--- src/hdl/aspc_pkg.sv ---
// package: types, constants and crc function for the audio sample packetizer
package aspc_pkg;

  localparam int MAX_SLOTS_DEFAULT = 32;
  localparam int CMD_DEPTH = 2;

  localparam logic [31:0] HDR_FIRST_WORD = 32'h2440FFFF;
  localparam logic [31:0] CRC_SEED_INV   = 32'h2144DF1C;
  localparam logic [31:0] CRC_POLY_REFL  = 32'hEDB88320;

  localparam logic REG_SLOTS_PER_PACKET = 1'b0;
  localparam logic REG_QUEUE_PAIR       = 1'b1;

  typedef enum logic [1:0] {
    KIND_HEADER = 2'd0,
    KIND_SAMPLE = 2'd1,
    KIND_FILL   = 2'd2,
    KIND_CRC    = 2'd3
  } kind_t;

  typedef struct packed {
    logic [23:0] sample;
    logic        end_of_audio;
  } item_t;

  typedef struct packed {
    logic [31:0] word;
    logic [1:0]  word_kind;
    logic        last_of_packet;
  } result_t;

  typedef struct packed {
    logic [23:0] sample;
    logic        open_pkt;
    logic        close_pkt;
    logic [5:0]  fill_count;
    logic [23:0] queue_pair;
  } cmd_t;

  // reflected crc-32 over four bytes, first byte in bits 31:24, lsb first
  function automatic logic [31:0] crc_word(input logic [31:0] crc, input logic [31:0] w);
    logic [31:0] c;
    logic        fb;
    c = crc;
    for (int b = 0; b < 4; b++) begin
      for (int j = 0; j < 8; j++) begin
        fb = c[0] ^ w[24 - 8 * b + j];
        c  = (c >> 1) ^ (fb ? CRC_POLY_REFL : 32'h0);
      end
    end
    return c;
  endfunction

endpackage

--- src/hdl/audio_sample_packetizer_crc32.sv ---
// top level: audio sample packetizer with crc-32 trailer
//
//   port group                       dir  handshake         payload
//   push / full / item               in   push & !full      item_t (sample, end_of_audio)
//   empty / pop / result             out  pop & !empty      result_t (word, kind, last)
//   cfg_write / cfg_index / cfg_data in   cfg_write         slots_per_packet, queue_pair
//
// one output word per cycle from the back-end sequencer while the output is not
// stalled; a sample passes the idle/load state, then three header words if it
// opens a packet, its payload word, and fill words and the crc word if it closes one.
// synchronous reset clears the queue, counters and sequence number and seeds the crc.
// the front stalls (full) only when the two-entry command queue is full;
// the back stalls while the output register holds a word not yet popped.
module audio_sample_packetizer_crc32 import aspc_pkg::*; #(
  parameter int MaxSlots = MAX_SLOTS_DEFAULT
) (
  input  logic        clk,
  input  logic        rst,
  input  logic        push,
  output logic        full,
  input  item_t       item,
  output logic        empty,
  input  logic        pop,
  output result_t     result,
  input  logic        cfg_write,
  input  logic        cfg_index,
  input  logic [23:0] cfg_data
);

  cmd_t front_cmd;
  cmd_t head_cmd;
  logic q_write;
  logic q_read;
  logic q_full;
  logic q_not_empty;

  assign full = q_full;

  aspc_front #(.MaxSlots(MaxSlots)) u_front (
    .clk       (clk),
    .rst       (rst),
    .push      (push),
    .item      (item),
    .cfg_write (cfg_write),
    .cfg_index (cfg_index),
    .cfg_data  (cfg_data),
    .q_full    (q_full),
    .q_write   (q_write),
    .cmd       (front_cmd)
  );

  aspc_cmd_queue u_queue (
    .clk       (clk),
    .rst       (rst),
    .wr        (q_write),
    .wr_cmd    (front_cmd),
    .rd        (q_read),
    .rd_cmd    (head_cmd),
    .full      (q_full),
    .not_empty (q_not_empty)
  );

  aspc_back u_back (
    .clk         (clk),
    .rst         (rst),
    .q_not_empty (q_not_empty),
    .q_cmd       (head_cmd),
    .q_read      (q_read),
    .empty       (empty),
    .pop         (pop),
    .result      (result)
  );

endmodule

--- src/hdl/aspc_front.sv ---
// front end: config registers, slot counting and packet classification
module aspc_front import aspc_pkg::*; #(
  parameter int MaxSlots = MAX_SLOTS_DEFAULT
) (
  input  logic        clk,
  input  logic        rst,
  input  logic        push,
  input  item_t       item,
  input  logic        cfg_write,
  input  logic        cfg_index,
  input  logic [23:0] cfg_data,
  input  logic        q_full,
  output logic        q_write,
  output cmd_t        cmd
);

  logic [5:0]  slots_per_packet;
  logic [23:0] queue_pair;
  logic [5:0]  slot_count;
  logic [5:0]  limit;
  logic [5:0]  count_inc;
  logic        close_pkt;

  always_comb begin
    priority if (slots_per_packet == 6'd0) begin
      limit = 6'd1;
    end else if (slots_per_packet > 6'(MaxSlots)) begin
      limit = 6'(MaxSlots);
    end else begin
      limit = slots_per_packet;
    end
  end

  assign count_inc = slot_count + 6'd1;
  assign close_pkt = item.end_of_audio || (count_inc >= limit);
  assign q_write   = push && !q_full;

  always_comb begin
    cmd.sample     = item.sample;
    cmd.open_pkt   = (slot_count == 6'd0);
    cmd.close_pkt  = close_pkt;
    cmd.fill_count = (close_pkt && (limit > count_inc)) ? (limit - count_inc) : 6'd0;
    cmd.queue_pair = queue_pair;
  end

  always_ff @(posedge clk) begin
    if (rst) begin
      slots_per_packet <= 6'd32;
      queue_pair       <= 24'd2;
      slot_count       <= 6'd0;
    end else begin
      if (cfg_write) begin
        unique case (cfg_index)
          REG_SLOTS_PER_PACKET: slots_per_packet <= cfg_data[5:0];
          REG_QUEUE_PAIR:       queue_pair       <= cfg_data;
        endcase
      end
      if (q_write) begin
        slot_count <= close_pkt ? 6'd0 : count_inc;
      end
    end
  end

endmodule

--- src/hdl/aspc_cmd_queue.sv ---
// short command queue between front and back end
module aspc_cmd_queue import aspc_pkg::*; (
  input  logic clk,
  input  logic rst,
  input  logic wr,
  input  cmd_t wr_cmd,
  input  logic rd,
  output cmd_t rd_cmd,
  output logic full,
  output logic not_empty
);

  localparam int PtrW = $clog2(CMD_DEPTH);

  cmd_t            mem [CMD_DEPTH];
  logic [PtrW-1:0] wr_ptr;
  logic [PtrW-1:0] rd_ptr;
  logic [PtrW:0]   count;

  assign full      = (count == (PtrW+1)'(CMD_DEPTH));
  assign not_empty = (count != '0);
  assign rd_cmd    = mem[rd_ptr];

  always_ff @(posedge clk) begin
    if (wr) begin
      mem[wr_ptr] <= wr_cmd;
    end
  end

  always_ff @(posedge clk) begin
    if (rst) begin
      wr_ptr <= '0;
      rd_ptr <= '0;
      count  <= '0;
    end else begin
      if (wr) begin
        wr_ptr <= (wr_ptr == PtrW'(CMD_DEPTH - 1)) ? '0 : wr_ptr + 1'b1;
      end
      if (rd) begin
        rd_ptr <= (rd_ptr == PtrW'(CMD_DEPTH - 1)) ? '0 : rd_ptr + 1'b1;
      end
      unique case ({wr, rd})
        2'b10:   count <= count + 1'b1;
        2'b01:   count <= count - 1'b1;
        default: count <= count;
      endcase
    end
  end

endmodule

--- src/hdl/aspc_back.sv ---
// back end: word sequencer, crc and output register
module aspc_back import aspc_pkg::*; (
  input  logic    clk,
  input  logic    rst,
  input  logic    q_not_empty,
  input  cmd_t    q_cmd,
  output logic    q_read,
  output logic    empty,
  input  logic    pop,
  output result_t result
);

  typedef enum logic [2:0] {
    S_IDLE, S_HDR0, S_HDR1, S_HDR2, S_PAY, S_FILL, S_CRC
  } state_t;

  state_t      state;
  cmd_t        cur;
  logic [5:0]  fill_left;
  logic [23:0] sequence_number;
  logic [31:0] crc_register;
  logic        out_valid;
  logic        adv;
  logic        emit;
  logic [31:0] pay_word;

  assign adv      = !out_valid || pop;
  assign emit     = adv && (state != S_IDLE);
  assign empty    = !out_valid;
  assign q_read   = (state == S_IDLE) && q_not_empty;
  assign pay_word = {cur.sample[7:0], cur.sample[15:8], cur.sample[23:16], 8'h00};

  always_ff @(posedge clk) begin
    if (rst) begin
      state           <= S_IDLE;
      out_valid       <= 1'b0;
      sequence_number <= 24'd0;
      crc_register    <= CRC_SEED_INV;
    end else begin
      if (emit) begin
        out_valid <= 1'b1;
      end else if (pop && out_valid) begin
        out_valid <= 1'b0;
      end
      unique case (state)
        S_IDLE: begin
          if (q_not_empty) begin
            cur       <= q_cmd;
            fill_left <= q_cmd.fill_count;
            state     <= q_cmd.open_pkt ? S_HDR0 : S_PAY;
          end
        end
        S_HDR0: begin
          if (adv) begin
            result <= '{HDR_FIRST_WORD, KIND_HEADER, 1'b0};
            state  <= S_HDR1;
          end
        end
        S_HDR1: begin
          if (adv) begin
            result <= '{{8'h00, cur.queue_pair}, KIND_HEADER, 1'b0};
            state  <= S_HDR2;
          end
        end
        S_HDR2: begin
          if (adv) begin
            result       <= '{{8'h00, sequence_number}, KIND_HEADER, 1'b0};
            crc_register <= CRC_SEED_INV;
            state        <= S_PAY;
          end
        end
        S_PAY: begin
          if (adv) begin
            result       <= '{pay_word, KIND_SAMPLE, 1'b0};
            crc_register <= crc_word(crc_register, pay_word);
            if (!cur.close_pkt) begin
              state <= S_IDLE;
            end else if (fill_left != 6'd0) begin
              state <= S_FILL;
            end else begin
              state <= S_CRC;
            end
          end
        end
        S_FILL: begin
          if (adv) begin
            result       <= '{32'h0, KIND_FILL, 1'b0};
            crc_register <= crc_word(crc_register, 32'h0);
            fill_left    <= fill_left - 6'd1;
            if (fill_left == 6'd1) begin
              state <= S_CRC;
            end
          end
        end
        S_CRC: begin
          if (adv) begin
            result          <= '{~crc_register, KIND_CRC, 1'b1};
            sequence_number <= sequence_number + 24'd1;
            crc_register    <= CRC_SEED_INV;
            state           <= S_IDLE;
          end
        end
        default: state <= S_IDLE;
      endcase
    end
  end

endmodule

--- config.mk ---
export PLATFORM = sky130hd
export DESIGN_NAME = audio_sample_packetizer_crc32
export DESIGN_NICKNAME = d
export VERILOG_FILES = /design/src/hdl/aspc_pkg.sv /design/src/hdl/audio_sample_packetizer_crc32.sv /design/src/hdl/aspc_front.sv /design/src/hdl/aspc_cmd_queue.sv /design/src/hdl/aspc_back.sv
export SDC_FILE = /design/constraint.sdc
export NUM_CORES = 1
export LEC_CHECK = 0
export BUFFER_PORTS_ARGS = -buffer_cell sky130_fd_sc_hd__buf_2
export CAP_MARGIN = 15
export CORE_MARGIN = 1.5
export CORE_UTILIZATION = 40
export DETAILED_ROUTE_END_ITERATION = 10
export GPL_ROUTABILITY_DRIVEN = 0
export GPL_TIMING_DRIVEN = 0
export PLACE_DENSITY = 0.6
export SLEW_MARGIN = 20
export SYNTH_ARGS = -nofsm -noshare
export SYNTH_HDL_FRONTEND = slang
export SYNTH_SLANG_ARGS = --single-unit
--- constraint.sdc ---
create_clock -name clk -period 5.9 [get_ports clk]
set_clock_uncertainty 0.2 [all_clocks]
set_input_delay 0 -clock clk [delete_from_list [all_inputs] [get_ports clk]]
set_output_delay 0 -clock clk [all_outputs]
set_load 0.02 [all_outputs]
; Word-level counts from Yosys, hierarchy flattened
; Memory sizes are Yosys's and may differ from the RTL's. A register that Yosys moved wholly into a read port is not among the register bits.
; Index checks and enable logic that the tools add are counted.
; W data, S select, Z words.
[op_classes]
addsub = 8
magnitude_cmp = 3
n_eq_ne = 19
mux = 103
bitwise = 91
reduce_logical = 29
[op_table]
columns = operator, n
row1 = $mux W32, 67
row2 = $xor A31 B32 Y32, 64
row3 = $mux W35, 6
row4 = $pmux W35 S6, 1
row5 = $pmux W32 S3, 1
row6 = $mux W6, 6
row7 = $not A32 Y32, 1
row8 = $mux W3, 10
row9 = $add A24 B1 Y24 const B, 1
row10 = $xor A1 B1 Y1, 24
row11 = $pmux W3 S7, 1
row12 = $ne A2 B1 Y1 const B, 9
row13 = $reduce_and A8 Y1, 2
row14 = $logic_not A6 Y1, 2
row15 = $pmux W6 S2, 1
row16 = $reduce_bool A6 Y1, 2
row17 = $eq A3 B3 Y1 const B, 3
row18 = $mux W1, 8
row19 = $reduce_and A4 Y1, 2
row20 = $reduce_bool A2 Y1, 4
row21 = $add A6 B1 Y6 const B, 1
row22 = $eq A3 B2 Y1 const B, 2
row23 = $eq A6 B1 Y1 const B, 1
row24 = $ge A6 B6 Y1, 1
row25 = other kinds (21), 33
[totals]
ff_bits = 190
mem_bits_rw = 112
inputBits = 55
out_inout_bits = 37
wordCells = 271
n_memories = 1
[memory_table]
columns = name, words, word_bits, read_ports, rd_clocked_by_memory_dff, wr, line_no
row1 = u_queue.mem, 2, 56, 1, 1, 1, aspc_cmd_queue.sv:15  ; cmd_t mem [CMD_DEPTH];

; Logic depth before layout (Yosys ltp)
[logic_depth]
depth_word = 90
depth_mapped = 15
depth_no_buf = 14

; Cells and area by module
; Synthesis repeated with hierarchy kept, for this count alone.
[unflattened]
hier_cells = 1516
area_unflattened_um2 = 18235.0
[by_module_without_submodules]
columns = mod, instances, cells_each, area_per_inst_um2, seq_area_each_um2
row1 = aspc_back, 1, 1075, 12066.6, 3903.7
row2 = aspc_cmd_queue, 1, 196, 4241.6, 3463.3
row3 = aspc_front, 1, 245, 1926.8, 720.7

; Worst setup path before layout
; No wires, ideal clock.
[synth_timing]
path_kind = reg-to-reg
startpoint = reg u_back.state[0]
endpoint = reg u_back.cur[0] (netlist bit), enable pin
setup_ns = 0.577
t_arrival_ns = 5.457
required_time_ns = 5.123
slack_ns = -0.334
path_stages_with_launch = 4
path_buffers = 2
period_less_slack_ns = 6.234
path_cell_list = dfxtp_1 clkbuf_1 buf_1 nor4_1
[synth_via]
elab_chain_cells = 2
[synth_rtl]
columns = item, line_no
row1 = start: declaration, aspc_back.sv:17  ; state_t state;
row2 = start signal: assignment, aspc_back.sv:50  ; state <= q_cmd.open_pkt ? S_HDR0 : S_PAY;
row3 = $logic_not A3 Y1, aspc_back.sv:45  ; unique case (state)
row4 = $reduce_and A3 Y1 (no source line), n/a
row5 = end signal: assignment, aspc_back.sv:48  ; cur <= q_cmd;
row6 = end: declaration, aspc_back.sv:18  ; cmd_t cur;
; No other way between the ends.
; A chain may end at the register's enable or synchronous reset.

; Worst setup path after layout
[layout_timing]
startpoint = reg u_back.cur[35] (netlist bit)
endpoint = reg u_back.crc_register[21]
[layout_via]
elab_chain_cells = 40
word_cells_on_any_way = 55
cone_classes = mux (16) / bitwise (39)
[layout_rtl]
columns = item, line_no
row1 = $xor A1 B1 Y1 *, aspc_pkg.sv:47  ; fb = c[0] ^ w[24 - 8 * b + j];
row2 = $mux W32 *, aspc_pkg.sv:48  ; c = (c >> 1) ^ (fb ? CRC_POLY_REFL : 32'h0);
row3 = $xor A31 B32 Y32 * (6 in series), aspc_pkg.sv:48
row4 = $xor A1 B1 Y1, aspc_pkg.sv:47
row5 = $mux W32, aspc_pkg.sv:48
row6 = $xor A31 B32 Y32 * (6 in series), aspc_pkg.sv:48
row7 = $xor A1 B1 Y1, aspc_pkg.sv:47
row8 = $mux W32, aspc_pkg.sv:48
row9 = $xor A31 B32 Y32 * (6 in series), aspc_pkg.sv:48
row10 = $xor A1 B1 Y1, aspc_pkg.sv:47
row11 = $mux W32, aspc_pkg.sv:48
row12 = $xor A31 B32 Y32 * (10 in series), aspc_pkg.sv:48
row13 = $mux W32, aspc_pkg.sv:48
row14 = $xor A31 B32 Y32 *, aspc_pkg.sv:48
row15 = $mux W32 *, aspc_back.sv:73  ; if (adv) begin
row16 = $pmux W32 S3 *, aspc_back.sv:45
row17 = end signal: assignment, aspc_back.sv:75  ; crc_register <= crc_word(crc_register, pay_word);
row18 = end signal: assignment, aspc_back.sv:88  ; crc_register <= crc_word(crc_register, 32'h0);
row19 = end: declaration, aspc_back.sv:21  ; logic [31:0] crc_register;
; Mark *: on every way between the ends. The rest lies on a longest branch, timed or not. The select of a mux whose other input is x is not followed.

==> results.py <==
metrics = {
    "clock_network": {
        "clk_path_buf_depth": 3,
        "cts.sinks": 303,
        "clk_pin_slew_ns": 0.06,
        "htreeDepth": 2,
        "post_cts.repair.setup_buffers": 0,
        "clk_latency_ns": 0.56,
        "cts.repair.resized": 0,
        "cts_root_buf": "clkbuf_16",
        "ctsHoldBuffers": 91,
        "cts_inserted_buffers": 36,
        "cts_tree": "yes",
    },
    "yosys": {
        "ys_types": 58,
        "syn_inst": 1508,
        "synth_nets": 1576,
        "syn_avg_cell_area_sq_um": 11.99,
        "yosys.area.top_type": "edfxtp_1",
        "yosysMostFrequentCell": "xnor2_1",
        "synth_ff_type": "edfxtp_1",
        "async_reset_ff_frac": 0,
        "synth_top_area_share": 0.3354,
        "ys_warn_count": 0,
        "synthTopCellsByArea": "edfxtp_1 34%, xnor2_1 15%, dfxtp_1 11%",
        "synth_edf_count": 202,
        "synth_commonest_cells": "319 x xnor2_1, 202 x edfxtp_1, 105 x xor2_1",
        "mappedNetlistArea_sq_mm": 0.01808,
        "ys_ff_latch": 303,
        "ys_seq_area_frac": 0.4472,
    },
    "sta": {
        "timing.final.crit_share": 0.8622,
        "relSlewSlack": 0.3842,
        "hold_violations": 0,
        "finalSetupViolCount": 0,
        "rsz0062_at_grt": "no",
        "worst_slew_pin_slew_ns": 0.9166,
        "drv_slew": 0,
        "min_period_ns": 5.087,
        "fmax_mhz": 196.6,
        "final.setup.tns_ns": 0,
    },
    "worst_setup_path": {
        "crit_end": "u_back.crc_register[21]$_SDFFE_PP0P_",
        "critPathMaxStageDelay_ns": 0.73,
        "crit_chain": "xnor2_2 -> xnor3_2 -> xnor2_1 -> xnor2_1 -> xnor3_2 -> xnor3_2 -> xnor2_2 -> xnor2_1 -> a221oi_1 -> nor3_1",
        "rr_endpoint": "u_back.crc_register[21]$_SDFFE_PP0P_",
        "cpMaxStageDelayCell": "xnor2_1",
        "crit_path_start_kind": "flip-flop",
        "r2r_cells": 10,
        "critPathLaunch": "u_back.cur[35]$_DFFE_PP_",
        "cp_data_arrival_time_ns": 5.31,
        "endpoint_kind": "flip-flop",
        "critical-path-top-delay-family": "XOR/XNOR gates",
        "crit_buf_inv": 0,
        "path_class": "reg2reg",
        "r2r_slack_ns": 0.81,
        "crit_path_max_fanout": 8,
        "worst-path-stages": 10,
        "cp.required_ns": 6.13,
        "reg2reg_from": "u_back.cur[35]$_DFFE_PP_",
    },
    "global_routing": {
        "gr-usage-met2": 0.3640,
        "grt_max_degree": 25,
        "grt_pass1_vias": 12120,
        "grt_pass1_wl_mm": 75.29,
        "grt_use_met1": 0.2726,
        "antenna_found_initial": 0,
        "grtUsageMet3": 0.04806,
        "grt_use_total": 0.2174,
        "grt_overflow": 0,
        "busiest_layer": "met2",
    },
    "final_layout": {
        "num-fill-cells": 3916,
        "fin_area_sq_mm": 0.02168,
        "drive_above_1_share": 0.1628,
        "syn2layout_area_growth_pct": 19.88,
        "antennaDiodeCount": 0,
        "nets": 1809,
        "area.sequential_sq_mm": 0.008088,
        "multi_input_area_sq_mm": 0.009607,
    },
    "die": {
        "die-area_sq_mm": 0.04650,
        "num_rows": 77,
        "die-height_um": 215.6,
        "start_util": 0.4072,
        "io-pin-count": 92,
        "core_sq_mm": 0.04441,
        "die-width_um": 215.6,
    },
    "detailed_routing": {
        "routed_via_density": 5.119,
        "drc": 0,
        "vias": 12090,
        "postRouteWirelength_mm": 50.64,
        "routedWlPerCell_um": 21.45,
        "firstDrtPassIters": 5,
        "detail-route-antenna-nets": 0,
        "first_iter_violations": 840,
    },
    "place": {
        "io_buffers": 90,
        "dp_hpwl_mm": 38.58,
        "placed_area_sq_mm": 0.01949,
    },
    "hold_path": {
        "worstHoldPathType": "in2reg",
    },
    "run_status": {
        "outcome": "complete, no violations",
    },
    "flow_run": {
        "maxCapViolCount": 0,
    },
}
## cells by family after synthesis
family	share of synthesized area
compound gates	0.07479
buf+inv	0.02387
flops	0.4472
mux	0.03937
xor+xnor	0.3398
simple gates	0.06559
fa+ha+maj	0.009409
## stage by stage
stage               cells  hold WS, ns  setup WS, ns  utilization
detailed placement   2204    -0.008960        0.9508       0.4388
global route         2361      0.05347        0.7503       0.4881
CTS                  2361     0.005830        0.9607       0.4880
floorplan            1508      -0.1011        0.7859            -
global placement     2190     -0.01257        -2.067       0.4341
finish               2361      0.03170        0.8129       0.4881
## cell usage in the layout, fill, tap and decap left out, types with 6 or more instances in the layout
cell type and n:
xnor2_1 319, edfxtp_1 202, xor2_1 105, dfxtp_1 101, nor2_1 98, nand2_1 97, buf_2 95, dlygate4sd3_1 91
a21oi_1 80, clkbuf_1 63, mux2_2 49, xnor3_1 45, o21ai_0 40, clkbuf_16 37, inv_1 24, nor3_1 23
xnor2_2 18, o22ai_1 17, mux2i_1 16, a221oi_1 16, xnor3_2 13, a22oi_1 12, nand3_1 12, ha_1 12
a211oi_1 11, xnor2_4 11, nor2b_1 10, buf_1 10, buf_4 10, o221ai_1 9, or3_1 8, xor3_1 8
xor2_2 7, o211ai_1 6, bufinv_16 6
## state kept, by name (all words and copies together), names as in the netlist, 2 cells and up, named ones only
name and cells:
u_back.result 35, u_front.queue_pair 24, u_back.crc_register 32, u_back.sequence_number 24, u_front.slots_per_packet 6, u_back.fill_left 6, u_back.state 3, u_back.cur 49
u_queue.count 2, u_front.slot_count 6, u_queue.mem 112
## metal layers
| metal | wire [um] | vias to the layer above |
|---|---|---|
| met3 | 3247 | 97 |
| met4 | 1770 | 0 |
| li1 | - | 5712 |
| met2 | 24440 | 379 |
| met1 | 21180 | 5897 |
| met5 | 0 | - |
## worst min-delay path, delay by kind of cell
| kind | cells | cell delay, ns |
|---|---|---|
| buffers and inverters | 2 | 0.62 |
| and+or+nand+nor | 2 | 0.13 |
## how the worst min path moves through the flow
stage                     slack (ns)  cells past startpoint         start                                   to
after global routing            0.05                      4  cfg_data[20]  u_front.queue_pair[20]$_SDFFE_PP0P_
after global placement         -0.01                      1      item[11]         u_queue.mem[0][42]$_DFFE_PP_
after detailed placement      -0.009                      1      item[11]         u_queue.mem[0][42]$_DFFE_PP_
after CTS                      0.006                      4   cfg_data[1]   u_front.queue_pair[1]$_SDFFE_PP1P_
after floorplan                -0.10                      0       item[1]         u_queue.mem[0][32]$_DFFE_PP_
final                           0.03                      4   cfg_data[1]   u_front.queue_pair[1]$_SDFFE_PP1P_
## cell type report
type,instances,share of cell area
Clock buffer,47,0.04536
Inverter,24,0.004155
Tap cell,592,0.03417
Clock inverter,19,0.01345
Sequential cell,303,0.3731
Buffer,77,0.01576
Multi-Input combinational cell,1104,0.4431
Timing Repair Buffer,195,0.07093
Power is left out: the tool's default activity adds up to more than one toggle a clock period on the data nets, which glitch-free logic cannot reach.
